<file path="config.mk">
export PLATFORM = sky130hd
export DESIGN_NAME = rc_frame_to_actuator_decoder
export DESIGN_NICKNAME = d
export VERILOG_FILES = /design/src/hw/rtl/rcfad_pkg.sv /design/src/hw/rtl/rcfad_map.sv /design/src/hw/rtl/rc_frame_to_actuator_decoder.sv
export SDC_FILE = /design/constraint.sdc
export NUM_CORES = 1
export LEC_CHECK = 0
export BUFFER_PORTS_ARGS = -buffer_cell sky130_fd_sc_hd__buf_2
export CAP_MARGIN = 20
export CORE_MARGIN = 4
export CORE_UTILIZATION = 49
export DETAILED_ROUTE_END_ITERATION = 8
export PLACE_DENSITY = 0.65
export SKIP_LAST_GASP = 1
export SLEW_MARGIN = 0
export SYNTH_ARGS = -nofsm -noshare
export SYNTH_HDL_FRONTEND = slang
export SYNTH_SLANG_ARGS = --single-unit
</file>
<file path="constraint.sdc">
create_clock -name aclk -period 6 [get_ports aclk]
set_clock_uncertainty 0.05 [all_clocks]
set_input_delay 1.2 -clock aclk [delete_from_list [all_inputs] [get_ports aclk]]
set_output_delay 1.2 -clock aclk [all_outputs]
set_load 0.005 [all_outputs]
</file>
<file path="src/hw/rtl/rcfad_pkg.sv">
package rcfad_pkg;

    localparam logic [7:0]  START_BYTE      = 8'h20;
    localparam logic [15:0] SPAN_LOW        = 16'd1000;
    localparam logic [15:0] SPAN_HIGH       = 16'd2000;
    localparam logic [7:0]  DUTY_TOP        = 8'd255;
    localparam logic [7:0]  ANGLE_TOP       = 8'd180;
    localparam logic [15:0] THRESHOLD_RESET = 16'd1500;

    // first frame byte holding channel data and how many bytes are kept
    localparam int CHAN_BASE  = 2;
    localparam int CHAN_BYTES = 10;

    // span offset is below 1000, so ten bits carry it
    localparam int DIFF_W = 10;
    // shifted product before the divide by 25, at most 6368
    localparam int QUOT_W = 13;
    // floor(q / 25) == (q * RECIP_25) >> RECIP_SHIFT for q below 8192
    localparam logic [12:0] RECIP_25    = 13'd5243;
    localparam int          RECIP_SHIFT = 17;
    // duty: d * 255 / 1000 == ((d * 51) >> 3) / 25
    localparam logic [5:0]  DUTY_MUL    = 6'd51;
    localparam int          DUTY_SHIFT  = 3;
    // angle: d * 180 / 1000 == ((d * 9) >> 1) / 25
    localparam logic [3:0]  ANGLE_MUL   = 4'd9;
    localparam int          ANGLE_SHIFT = 1;

    typedef struct packed {
        logic load_prod;
        logic load_out;
    } pipe_ctl_t;

endpackage

</file>
<file path="src/hw/rtl/rcfad_map.sv">
module rcfad_map
    import rcfad_pkg::*;
(
    input  logic        aclk,
    input  pipe_ctl_t   ctl,
    input  logic        duty_sel,
    input  logic [15:0] chan,
    output logic [7:0]  mapped
);

    logic [15:0]         diff;
    logic [DIFF_W-1:0]   d;
    logic [15:0]         duty_prod;
    logic [13:0]         angle_prod;
    logic [QUOT_W-1:0]   quot_next;
    logic [QUOT_W-1:0]   quot_reg;
    logic                below_next;
    logic                below_reg;
    logic                above_next;
    logic                above_reg;
    logic                duty_reg;
    logic [25:0]         recip_prod;
    logic [7:0]          top;
    logic [7:0]          mapped_next;
    logic [7:0]          mapped_reg;

    // offset into span, then scale by the top value
    always_comb begin
        diff       = chan - SPAN_LOW;
        d          = diff[DIFF_W-1:0];
        below_next = (chan <= SPAN_LOW);
        above_next = (chan >= SPAN_HIGH);
        duty_prod  = 16'(d) * 16'(DUTY_MUL);
        angle_prod = 14'(d) * 14'(ANGLE_MUL);
        if (duty_sel) begin
            quot_next = QUOT_W'(duty_prod >> DUTY_SHIFT);
        end else begin
            quot_next = QUOT_W'(angle_prod >> ANGLE_SHIFT);
        end
    end

    always_ff @(posedge aclk) begin
        if (ctl.load_prod) begin
            quot_reg  <= quot_next;
            below_reg <= below_next;
            above_reg <= above_next;
            duty_reg  <= duty_sel;
        end
    end

    // divide by 25 through the reciprocal, then saturate
    always_comb begin
        recip_prod = 26'(quot_reg) * 26'(RECIP_25);
        top        = duty_reg ? DUTY_TOP : ANGLE_TOP;
        if (below_reg) begin
            mapped_next = 8'd0;
        end else if (above_reg) begin
            mapped_next = top;
        end else begin
            mapped_next = recip_prod[RECIP_SHIFT +: 8];
        end
    end

    always_ff @(posedge aclk) begin
        if (ctl.load_out) begin
            mapped_reg <= mapped_next;
        end
    end

    assign mapped = mapped_reg;

endmodule

</file>
<file path="src/hw/rtl/rc_frame_to_actuator_decoder.sv">
// the last frame byte's beat passes the frame, product and output stages to m_valid
// throughput: one byte per cycle while s_ready is high; one result per completed frame
// a stage holds only while the stages after it are full and the result is not taken
// s_ready drops once all three stages are full and m_ready is low
// reset: position returns to hunting, pipeline empties, threshold goes to 1500
module rc_frame_to_actuator_decoder
    import rcfad_pkg::*;
#(
    parameter int FRAME_BYTES = 32
) (
    input  logic        aclk,
    input  logic        aresetn,
    input  logic        cfg_wr_en,
    input  logic [15:0] cfg_wr_data,
    input  logic        s_valid,
    output logic        s_ready,
    input  logic [7:0]  s_rx_byte,
    output logic        m_valid,
    input  logic        m_ready,
    output logic [7:0]  m_motor_duty,
    output logic [7:0]  m_steer_angle,
    output logic [7:0]  m_aux1_angle,
    output logic [7:0]  m_aux2_angle,
    output logic        m_signal_on
);

    localparam int POS_W = $clog2(FRAME_BYTES);
    localparam logic [POS_W-1:0] POS_LAST = POS_W'(FRAME_BYTES - 1);

    logic [15:0]      threshold_reg;
    logic [POS_W-1:0] pos_reg;
    logic [POS_W-1:0] pos_next;
    logic [7:0]       byte_reg [CHAN_BYTES];
    logic             frame_vld_reg;
    logic             prod_vld_reg;
    logic             out_vld_reg;
    logic             sig_prod_reg;
    logic             sig_out_reg;
    logic             accept;
    logic             frame_done;
    logic             ready_out;
    logic             ready_prod;
    pipe_ctl_t        ctl;
    logic [15:0]      chan [5];
    logic [7:0]       mapped [4];

    assign ready_out  = !out_vld_reg || m_ready;
    assign ready_prod = !prod_vld_reg || ready_out;
    assign s_ready    = !frame_vld_reg || ready_prod;
    assign accept     = s_valid && s_ready;
    assign frame_done = accept && (pos_reg == POS_LAST);

    assign ctl.load_prod = ready_prod;
    assign ctl.load_out  = ready_out;

    always_comb begin
        pos_next = pos_reg;
        if (accept) begin
            if (pos_reg == POS_LAST) begin
                pos_next = '0;
            end else if (pos_reg != '0 || s_rx_byte == START_BYTE) begin
                pos_next = pos_reg + 1'b1;
            end
        end
    end

    always_ff @(posedge aclk) begin
        if (!aresetn) begin
            threshold_reg <= THRESHOLD_RESET;
            pos_reg       <= '0;
            frame_vld_reg <= 1'b0;
            prod_vld_reg  <= 1'b0;
            out_vld_reg   <= 1'b0;
        end else begin
            if (cfg_wr_en) begin
                threshold_reg <= cfg_wr_data;
            end
            pos_reg <= pos_next;
            if (s_ready) begin
                frame_vld_reg <= frame_done;
            end
            if (ready_prod) begin
                prod_vld_reg <= frame_vld_reg;
            end
            if (ready_out) begin
                out_vld_reg <= prod_vld_reg;
            end
        end
    end

    // only the channel bytes are kept
    always_ff @(posedge aclk) begin
        for (int i = 0; i < CHAN_BYTES; i++) begin
            if (accept && pos_reg == POS_W'(i + CHAN_BASE)) begin
                byte_reg[i] <= s_rx_byte;
            end
        end
    end

    always_comb begin
        for (int k = 0; k < 5; k++) begin
            chan[k] = {byte_reg[2*k+1], byte_reg[2*k]};
        end
    end

    for (genvar g = 0; g < 4; g++) begin : g_map
        rcfad_map u_map (
            .aclk     (aclk),
            .ctl      (ctl),
            .duty_sel (g == 0),
            .chan     (chan[g]),
            .mapped   (mapped[g])
        );
    end

    always_ff @(posedge aclk) begin
        if (ctl.load_prod) begin
            sig_prod_reg <= (chan[4] > threshold_reg);
        end
        if (ctl.load_out) begin
            sig_out_reg <= sig_prod_reg;
        end
    end

    assign m_valid       = out_vld_reg;
    assign m_motor_duty  = mapped[0];
    assign m_steer_angle = mapped[1];
    assign m_aux1_angle  = mapped[2];
    assign m_aux2_angle  = mapped[3];
    assign m_signal_on   = sig_out_reg;

endmodule

</file>
* After elaboration in Yosys (flattened, before gate mapping)
Memory sizes are Yosys's and may differ from the RTL's. Cells that the tools add are included.
Word-level totals: register bits 118, RAM bits 80, input bits 29, output and inout port bits 35, logic and storage cells 148, memories 1
Cells by class: add/sub/neg operators 5, $mul 8, $lt $le $gt $ge 9, equality and inequality tests 12, muxes and demuxes 53, reduce and logical (&&, ||, !) cells 34
Memory list:
- byte_reg | words 10, width 8, read ports 10, clocked after memory_dff 0, write ports 1, line rc_frame_to_actuator_decoder.sv:33 | logic [7:0] byte_reg [CHAN_BYTES];
Operator list (number):
- 8-bit 2-to-1 mux | 13
- 13-bit by 13-bit multiplier with 25-bit output, second input constant | 4
- 8-bit OR reduction | 9
- 16-bit by 11-bit greater-or-equal comparator with 1-bit output, second input constant | 4
- 16-bit by 10-bit <= comparator with 1-bit output, second input constant | 4
- 10-bit by 4-bit multiplier with 14-bit output, second input constant | 3
- 10-bit subtractor, second input constant | 4
- 4-bit 2-to-1 mux | 9
- 1-bit 2-to-1 mux | 29
- 5-bit by 3-bit equality test with 1-bit output, second input constant | 4
- 5-bit by 4-bit equality test with 1-bit output, second input constant | 4
- 16-bit greater-than comparator | 1
- 10-bit by 6-bit multiplier with 16-bit output, second input constant | 1
- 1-bit logical AND | 12
- 5-bit by 2-bit equality test with 1-bit output, second input constant | 2
- 5-bit 2-to-1 mux | 2
- 8-bit by 6-bit equality test with 1-bit output, second input constant | 1
- 2-bit OR reduction | 3
- 5-bit by 1-bit adder with 5-bit output, second input constant | 1
- 5-bit equality test, second input constant | 1
- 5-bit nonzero test | 1
- 1-bit logical OR | 4
- 1-bit logical NOT | 3
- 2-bit AND reduction | 1
- 2-bit nonzero test | 1

* Longest topological paths before layout
Gate-level depths: netlist (run 1).
depth after elaboration 18, mapped depth 20

* By module
Synthesis (run 1) repeated with hierarchy kept, for this count alone.
Unflattened totals: cell total of the unflattened synthesis 2644, area total of the unflattened synthesis 27133.5 um^2
Modules (own cells, without submodules):
- rcfad_map at g_map[2].u_map | instances 1, cells an instance 619, area an instance 5925.7 um^2, sequential area each 720.7 um^2
- rcfad_map at g_map[0].u_map | instances 1, cells an instance 599, area an instance 5805.6 um^2, sequential area each 720.7 um^2
- rcfad_map at g_map[3].u_map | instances 1, cells an instance 587, area an instance 5745.5 um^2, sequential area each 720.7 um^2
- rcfad_map at g_map[1].u_map | instances 1, cells an instance 574, area an instance 5669.2 um^2, sequential area each 720.7 um^2
- rc_frame_to_actuator_decoder | instances 1, cells an instance 265, area an instance 3987.6 um^2, sequential area each 2942.8 um^2

* Worst setup path after synthesis (run 1)
No wires, ideal clock.
path kind reg2reg, from register g_map[1].u_map.quot_reg[10], to register g_map[1].u_map.mapped_reg[7], data pin, library setup time 0.267 ns, arrival time 4.891 ns, data required time 5.683 ns, setup slack 0.792 ns, stages on the path, launching flop included 18, clock period less this slack 5.208 ns, cell sequence edfxtp_1 -> fa_1 -> ha_1 -> inv_1 -> fa_1 -> inv_1 -> fa_1 -> inv_1 -> fa_1 -> inv_1 -> ha_1 -> and4_1 -> a221o_1 -> a2111oi_4 -> o21ai_2 -> o41ai_4 -> mux2i_1 -> nor4_2
Between the ends: word-level cells in the longest chain between the ends 2
Ends and longest elaborated chain:
- start, declared | line rcfad_map.sv:16 | logic [QUOT_W-1:0] quot_reg;
- start signal, assigned | line rcfad_map.sv:44 | quot_reg <= quot_next;
- 13-bit by 13-bit multiplier with 25-bit output | line rcfad_map.sv:53 | recip_prod = 26'(quot_reg) * 26'(RECIP_25);
- 8-bit 2-to-1 mux | line rcfad_map.sv:57 | end else if (above_reg) begin
- end signal, assigned | line rcfad_map.sv:66 | mapped_reg <= mapped_next;
- end, declared | line rcfad_map.sv:25 | logic [7:0] mapped_reg;
Every way passes these cells. A chain may end at the register's enable or synchronous reset.

* Final worst setup path (run 1)
Same ends and word-level chain as after synthesis.

==> flow_results.org, run 1 <==
** Outcome
- The flow ran to the end, and the final reports show no timing, DRC or antenna violations.

** Critical path
- Data arrives at the worst endpoint at 5.72 ns.
- Setup Crit Path Kind :: reg -> reg
- Crit start category :: flop
- Delay contributed by the slowest stage of the critical path :: 0.59 ns
- Worst setup EP type :: flop
- Along the worst path, the maximum fanout reaches 7.
- Master of the slowest instance on the critical path :: edfxtp_1
- Cell Chain, Critical Path :: fa_1 > ha_1 > inv_1 > fa_1 > inv_1 > fa_1 > inv_1 > fa_1 > inv_1 > ha_1 > and4_1 > a221o_1 > a2111oi_4 > o21ai_2 > o41ai_4 > mux2i_1 > nor4_2
- Required time at the worst-slack endpoint :: 6.18 ns

** Floorplanning
- In this run the horizontal extent of the chip is 219 µm.
- The total area inside the core boundary comes to 43,500 µm².
- Row generation in the floorplan step produced 76 rows.
- Measured along the y axis, the die boundary spans 219 µm.
- The die covers 47,800 µm².
- 64 I/O pins were placed.
- Initial Util :: 50.0%

** Place
- After detailed placement, the design holds a cell count of 2,587.
- After detailed placement, the total cell area comes to 22,800 µm².
- Detailed placement ended at an HPWL of 34,300 µm.
- During placement, the flow inserted port buffers numbering 63.
- Final GP Congestion :: 0.884

** Clock tree
- TritonCTS built the clock tree.
- Post-CTS timing repair inserted 0 buffers for setup.
- H-tree lvl count :: 4
- Resized cells post-CTS :: 0
- At the later pin of the worst-skew pair, clock insertion delay measures 0.50 ns.
- The tree is rooted in a clkbuf_16.
- Maximum clock insertion buffer count :: 2
- Post-CTS Hold Fix Bufs :: 0
- Number of clock sinks :: 198
- Clock-pin slew was measured on the worst setup and hold paths at 0.10 ns.
- Buffers inserted during clock tree synthesis total 17.

** Synth
- Warnings, synthesis :: 0
- When the netlist entered floorplanning its net count stood at 2,680.
- Fraction of registers with async set/reset :: 0%
- Most used flip-flop cell after synthesis :: edfxtp_1
- Yosys mapped the design onto 63 distinct sky130hd cell types.
- The synthesized design contains 198 register bits.
- Summed instance area of the synthesized netlist :: 21,700 µm²
- Sequential cell area fraction in the yosys report :: 26.2%
- In this run, synthesis inferred 174 flip-flops with an integrated enable.
- Mean instance size in the synthesized netlist :: 11.2 µm²
- After technology mapping, the gate count stands at 1,944.

** Drt
- Vias :: 13,300
- In the final routed layout, each cell accounts on average for 15.4 µm.
- The first routing iteration left 527 violations.
- After detailed routing, the number of vias per cell comes to 5.07.
- Remaining antenna violation count :: 0
- In the routed design, unresolved DRC markers number 0.
- The routed design has 40,300 µm of wire.
- The first TritonRoute pass finished after 6 iterations.

** Power and ir drop
- Of the total power, combinational logic draws 2.2%.
- Maximum vdd drop :: 0.297 mV
- Ratio of total power to cell area :: 120 nW/µm²
- Switching power :: 0.704 mW
- The share of total power dissipated in sequential elements is 53.1%.
- In this run switching power makes up 25.0% of total power.
- Clock network fraction of design power :: 44.7%
- The internal power of the cells totals 2.11 mW.
- Static leakage :: 11.7 nW

** Cells and area
- The register with the most flip-flops in the layout has 80 of them.
- The finished layout holds 2,619 standard cells, fillers aside.
- Number of nets in the layout :: 2,757
- The number of antenna diodes in the final layout is 0.
- Area of combinational cells with multiple inputs :: 14,200 µm²
- The sequential cells in the finished layout cover a total of 5710 µm².
- The post-route netlist has 5.46% of its cells at a drive strength greater than 1.
- Filler Cell Count :: 3,800
- Measured on the finished design, the core utilization comes to 54.0%.
- Post-route design area :: 23,500 µm²
- Relative to the synthesized area, the layout overhead comes to 7.90%.

** Worst hold path
- The worst hold path belongs to the class reg -> reg.

** Timing
- Final critical-path required period :: 5.54 ns
- Worst-margin pin slew :: 0.813 ns
- Setup repair after global routing left no endpoint under its margin.
- Timing-limited maximum frequency :: 181 MHz
- Final-layout worst hold slack :: 0.390 ns
- Headroom to the max-slew limit came out at 45.3%.
- Final setup vio count :: 0
- Total Neg Setup Slack :: 0 ns
- The final hold violation count is 0.
- Max-slew violation total from the final report :: 0
- Final period utilization :: 92.3%

** GRT
- The initial antenna violation count is 1.
- For met3 alone, demand over resource in global routing was 3.06%.
- Largest net degree at the start of global routing :: 40
- Vias in the first global route :: 14,200
- After global routing, the most crowded layer is met2.
- Routing usage on met1 :: 25.4%
- The first global-routing pass estimated 69,300 µm of wire.
- Global-route met2 utilization :: 29.7%
- Summed over all layers, the global routing overflow is 0.
- Global routing consumed, over all layers together, 18.1% of the routing resources.

** Run
- Max-cap violations in this run came to 0.
==> worst paths after layout <==
check	slack, ns	cells past startpoint	startpoint	end
min	0.39	0	sig_prod_reg	m_signal_on
max reg2reg	0.46	17	g_map[1].u_map.quot_reg[10]	g_map[1].u_map.mapped[7]
min reg2reg	0.39	0	sig_prod_reg	m_signal_on
max	0.46	17	g_map[1].u_map.quot_reg[10]	g_map[1].u_map.mapped[7]
==> final cells by class <==
type	count	area share, %
flip-flops and latches	198	24.3
clock inverters	15	1.01
multi-input cells	1258	60.6
well taps	585	3.12
repair buffers	69	1.54
inverters	477	7.63
clock buffers	17	1.81
==> per-layer routing <==
metal	vias to the layer above	routed length [µm]
li1	6622	-
met1	6500	19700
met2	133	19200
met3	32	984
met4	2	471
met5	-	7
==> power by group through the flow <==
stage,Clock (mW),Combinational (mW),Sequential [mW]
floorplan,0,0.0316,1.53
global placement,0,0.0606,1.53
detailed placement,0,0.0622,1.53
CTS,1.29,0.0629,1.49
global route,1.35,0.0698,1.50
finish,1.26,0.0623,1.49
==> stage by stage <==
step	total power, mW	setup WS [ns]
2_1_floorplan	1.56	0.792
3_3_place_gp	1.59	0.609
3_5_place_dp	1.59	0.476
4_1_cts	2.85	0.460
5_1_grt	2.92	0.178
6_report	2.81	0.461
==> cells in the final DEF, fill, tap and decap left out, drive strengths merged, types with 11 or more instances in the layout <==
cell type,n
a21o,20
a21oi,59
and3,13
buf,69
clkbuf,17
dfxtp,24
edfxtp,174
fa,239
ha,468
inv,485
mux2i,12
nand2,49
nand3,17
nand4,13
nor2,49
nor2b,20
nor3,23
o211ai,11
o21ai,48
o21bai,11
xnor2,69
xor2,20
==> logic make-up after synthesis <==
kind of cell	count (synthesis)	share of synthesized area (%)
xor gates and xnor gates	89	3.59
AOI/OAI and AO/OA	213	6.52
and+or+nand+nor	237	5.72
muxes	12	0.553
DFF	198	26.2
buffers and inverters	488	8.43
adders and majority gates	707	48.9
==> worst max-delay path: cells and delay by family, from the launching register on <==
kind	cells	cell delay (ns)
buf+inv	4	0.20
compound gates	4	1.26
flops	1	0.59
fa+ha+maj	6	2.65
mux	1	0.27
simple gates	2	0.25
==> synth_stat cells, types with 3 or more instances <==
cell type  number  area [µm²]
inv_1         477        1790
ha_1          468        5860
fa_1          239        4780
edfxtp_1      174        5230
xnor2_1        69         604
a21oi_1        59         295
nand2_1        49         184
nor2_1         49         184
o21ai_0        47         235
dfxtp_1        24         480
nor3_1         23         115
nor2b_1        20         125
xor2_1         20         175
a21o_1         19         143
nand3_1        17        85.1
and3_1         13        81.3
nand4_1        13        81.3
mux2i_1        12         120
o211ai_1       11        82.6
o21bai_1       11        82.6
nor4_1          9        56.3
o21a_1          9        67.6
a21boi_0        7        52.6
and2_1          7        43.8
a2111oi_0       6        52.6
a211oi_1        6        45.0
a31oi_1         6        37.5
buf_1           6        22.5
or3_1           6        37.5
or4_1           6        45.0
clkbuf_1        5        18.8
nand2b_1        5        31.3
nor4b_1         5        43.8
o2111ai_1       5        43.8
nor3b_1         4        30.0
o311ai_0        4        35.0
o311a_1         3        30.0
No activity file was read; power rests on OpenSTA's default activity.
==> run 2, diff against run 1 <==
--- a/config.mk
+++ b/config.mk
@@ -7,7 +7,6 @@
 export LEC_CHECK = 0
 export BUFFER_PORTS_ARGS = -buffer_cell sky130_fd_sc_hd__buf_2
 export CAP_MARGIN = 20
-export CORE_MARGIN = 4
 export CORE_UTILIZATION = 49
 export DETAILED_ROUTE_END_ITERATION = 8
 export PLACE_DENSITY = 0.65
==> constraint.sdc (replaced) <==
create_clock -name aclk -period 5.5 [get_ports aclk]
set_clock_uncertainty 0.05 [all_clocks]
set_input_delay 1.1 -clock aclk [delete_from_list [all_inputs] [get_ports aclk]]
set_output_delay 1.1 -clock aclk [all_outputs]
set_load 0.005 [all_outputs]
==> flow_results.org, run 2 (synthesized netlist as in run 1, its figures left out) <==
** Cells and area
- The area added between synthesis and finish was 9.00% (was 7.90%).
- The post-route core utilization came to 54.5% (was 54.0%).
- Commonest cells after routing, fill and taps aside: inv_1, ha_1, fa_1 (unchanged).
- Number of nets in the layout :: 2,794 (was 2,757)
- The share of post-route cells with drive strength above 1 was 7.24% (was 5.46%).
- The total non-filler cell area in the finished layout is 23,700 µm² (was 23,500 µm²).
- The number of flip-flops in the largest register is 80 (unchanged).
- The leading cell type in the layout, fill and taps excluded is inv_1 (unchanged).
- The number of antenna repair diodes is 0 (unchanged).

** Place
- The setup slack after placement was 0.0334 ns (was 0.476 ns).
- Final GP Congestion :: 0.885 (was 0.884)
- The area after detailed placement was 22,900 µm² (was 22,800 µm²).
- Port Buf Inserts :: 63 (unchanged)
- The detailed placer's ending HPWL is 34,200 µm (was 34,300 µm).

** Floorplanning
- The number of top-level design ports is 64 (unchanged).
- The die extent in x came to 213 µm (was 219 µm).
- Core footprint :: 43,500 µm² (unchanged)
- The die extent in y is 213 µm (was 219 µm).
- Number of placement rows :: 76 (unchanged)
- Initial Util :: 50.0% (unchanged)
- The overall die area was 45,200 µm² (was 47,800 µm²).

** Outcome
- Result of the run :: finished clean (unchanged)

** GRT
- Largest net degree at the start of global routing :: 34 (was 40)
- The total track usage was 19.3% (was 18.1%).
- The initial antenna violation count was 1 (unchanged).
- The leftover overflow at the end of global routing was 0 (unchanged).
- Wire length of the first global-routing pass :: 68,700 µm (was 69,300 µm)
- Vias in the first global route :: 14,200 (about the same)

** Critical path
- Arr. time, crit path :: 5.51 ns (was 5.72 ns)
- Setup Crit Path Kind :: reg -> reg (unchanged)
- The largest driver fanout on the critical path is 5 (was 7).
- Crit start category :: flop (unchanged)
- Required time at the worst-slack endpoint :: 5.67 ns (was 6.18 ns)
- The category of the worst setup path capture point is a flop (unchanged).

** Timing
- Final critical-path required period :: 5.34 ns (was 5.54 ns)
- Normalized max-slew margin :: 50.2% (was 45.3%)
- Timing-limited maximum frequency :: 187 MHz (was 181 MHz)
- Final period utilization :: 97.1% (was 92.3%)
- The final critical-path setup slack came to 0.161 ns (was 0.461 ns).
- The final count of negative-setup-slack endpoints was 0 (unchanged).
- The number of pins with negative max-slew slack in the final report came to 0 (unchanged).
- Count of endpoints failing hold in the final timing report :: 0 (unchanged)
- The transition time at the pin with the least slew margin is 0.744 ns (was 0.813 ns).
- Setup repair after global routing missed its margin: yes (was no).

** Clock tree
- The clock latency of the later-clocked register in the worst-skew pair was 0.48 ns (was 0.50 ns).
- The clock root buffer master was clkbuf_16 (unchanged).
- The number of buffers added to fix hold violations after cts is 0 (unchanged).
- Clock tree from TritonCTS :: done (unchanged)
- The total CTS buffers is 17 (unchanged).
- Number of clock sinks :: 198 (unchanged)
- Maximum clock insertion buffer count :: 2 (unchanged)
- CTS clock-pin slew for the worst setup and hold paths :: 0.08 ns (was 0.10 ns)
- H-tree lvl count :: 4 (unchanged)

** Drt
- The per-cell routed wire length is 15.2 µm (was 15.4 µm).
- The via-per-instance ratio came to 5.05 (was 5.07).
- The routed wire length is 40,300 µm (about the same).
- The residual antenna-violating net count after detailed routing is 0 (unchanged).
- The iteration-0 DRC count of the detailed router was 627 (was 527).
- The total vias in the final route came to 13,400 (was 13,300).
- The count of unresolved DRC violations after routing is 0 (unchanged).
- The detailed-routing iteration count for the pre-antenna-repair pass was 5 (was 6).

** Power and ir drop
- The net load switching power is 0.708 mW (was 0.704 mW).
- The internal cell power was 2.28 mW (was 2.11 mW).
- Fraction of power spent switching nets :: 23.7% (was 25.0%)
- The leakage component of the power was 11.8 nW (was 11.7 nW).
- Logic gate share of total power :: 2.2% (about the same)
- The clock network fraction of design power was 43.2% (was 44.7%).
- Ratio of total power to cell area :: 126 nW/µm² (was 120 nW/µm²)
- Sequential share of power :: 54.6% (was 53.1%)
- The maximum VDD drop is 0.210 mV (was 0.297 mV).

** Run
- Max capacitance violation total :: 0 (unchanged)

** Worst hold path
- Path type of the worst min-delay path :: reg -> reg (unchanged)
[run 2: final cells by class]
| class | count | area, µm² |
|---|---|---|
| clock inverters | 15 | 185 |
| clock buffers | 17 | 425 |
| multi-input cells | 1258 | 14200 |
| fillers | 3701 | 19800 |
| flip-flops and latches | 198 | 5710 |
| well taps | 585 | 732 |
| repair buffers | 106 | 638 |
| inverters | 477 | 1790 |
[run 2: routing by layer]
metal / vias up / GRT usage [%] / share of wire (%) / wire [µm]
li1: 6701 / - / - / -
met1: 6556 / 27.3 / 49 / 19900
met2: 132 / 31.1 / 46 / 18700
met3: 33 / 3.15 / 2.9 / 1150
met4: 2 / 4.47 / 1.3 / 543
met5: - / 0 / 0.025 / 10
[run 2: final timing paths]
check / from / to / slack (ns) / cells past startpoint
hold reg to reg: threshold_reg[10] / threshold_reg[10] / 0.44 / 2
setup reg to reg: g_map[1].u_map.quot_reg[6] / g_map[1].u_map.mapped[7] / 0.16 / 17
hold / removal: threshold_reg[10] / threshold_reg[10] / 0.44 / 2
setup / recovery: g_map[1].u_map.quot_reg[6] / g_map[1].u_map.mapped[7] / 0.16 / 17
[run 2: stage by stage]
step	setup TNS (ns)	instances	hold slack (ns)	power, mW
floorplan	0	1944	0.350	1.70
global placement	0	2600	0.416	1.73
detailed placement	0	2600	0.430	1.73
CTS	0	2632	0.447	3.02
global route	-0.0701	2656	0.442	3.09
finish	0	2656	0.438	2.99
[run 2: timing repair]
item                       CTS  global route
setup endpoints to repair    0            14
resized for setup            0             5
setup buffers                0            24
[run 2: power by group through the flow]
stage / Combinational (mW) / Sequential, mW / Clock (mW)
2_1_floorplan: 0.0345 / 1.66 / 0
3_3_place_gp: 0.0661 / 1.66 / 0
3_5_place_dp: 0.0672 / 1.66 / 0
4_1_cts: 0.0675 / 1.63 / 1.32
5_1_grt: 0.0758 / 1.63 / 1.38
6_report: 0.0667 / 1.63 / 1.29
[run 2: critical path: stages (launching register included)]
cell and delay [ns]:
edfxtp_1 0.50, buf_4 0.19, ha_1 0.32, fa_1 0.58
fa_1 0.44, ha_1 0.29, inv_1 0.05, fa_1 0.52
inv_1 0.04, ha_1 0.29, a21oi_1 0.14, nor2b_1 0.09
o311a_1 0.40, a2111oi_4 0.43, o21ai_2 0.14, o41ai_4 0.28
mux2i_1 0.26, nor4_2 0.07
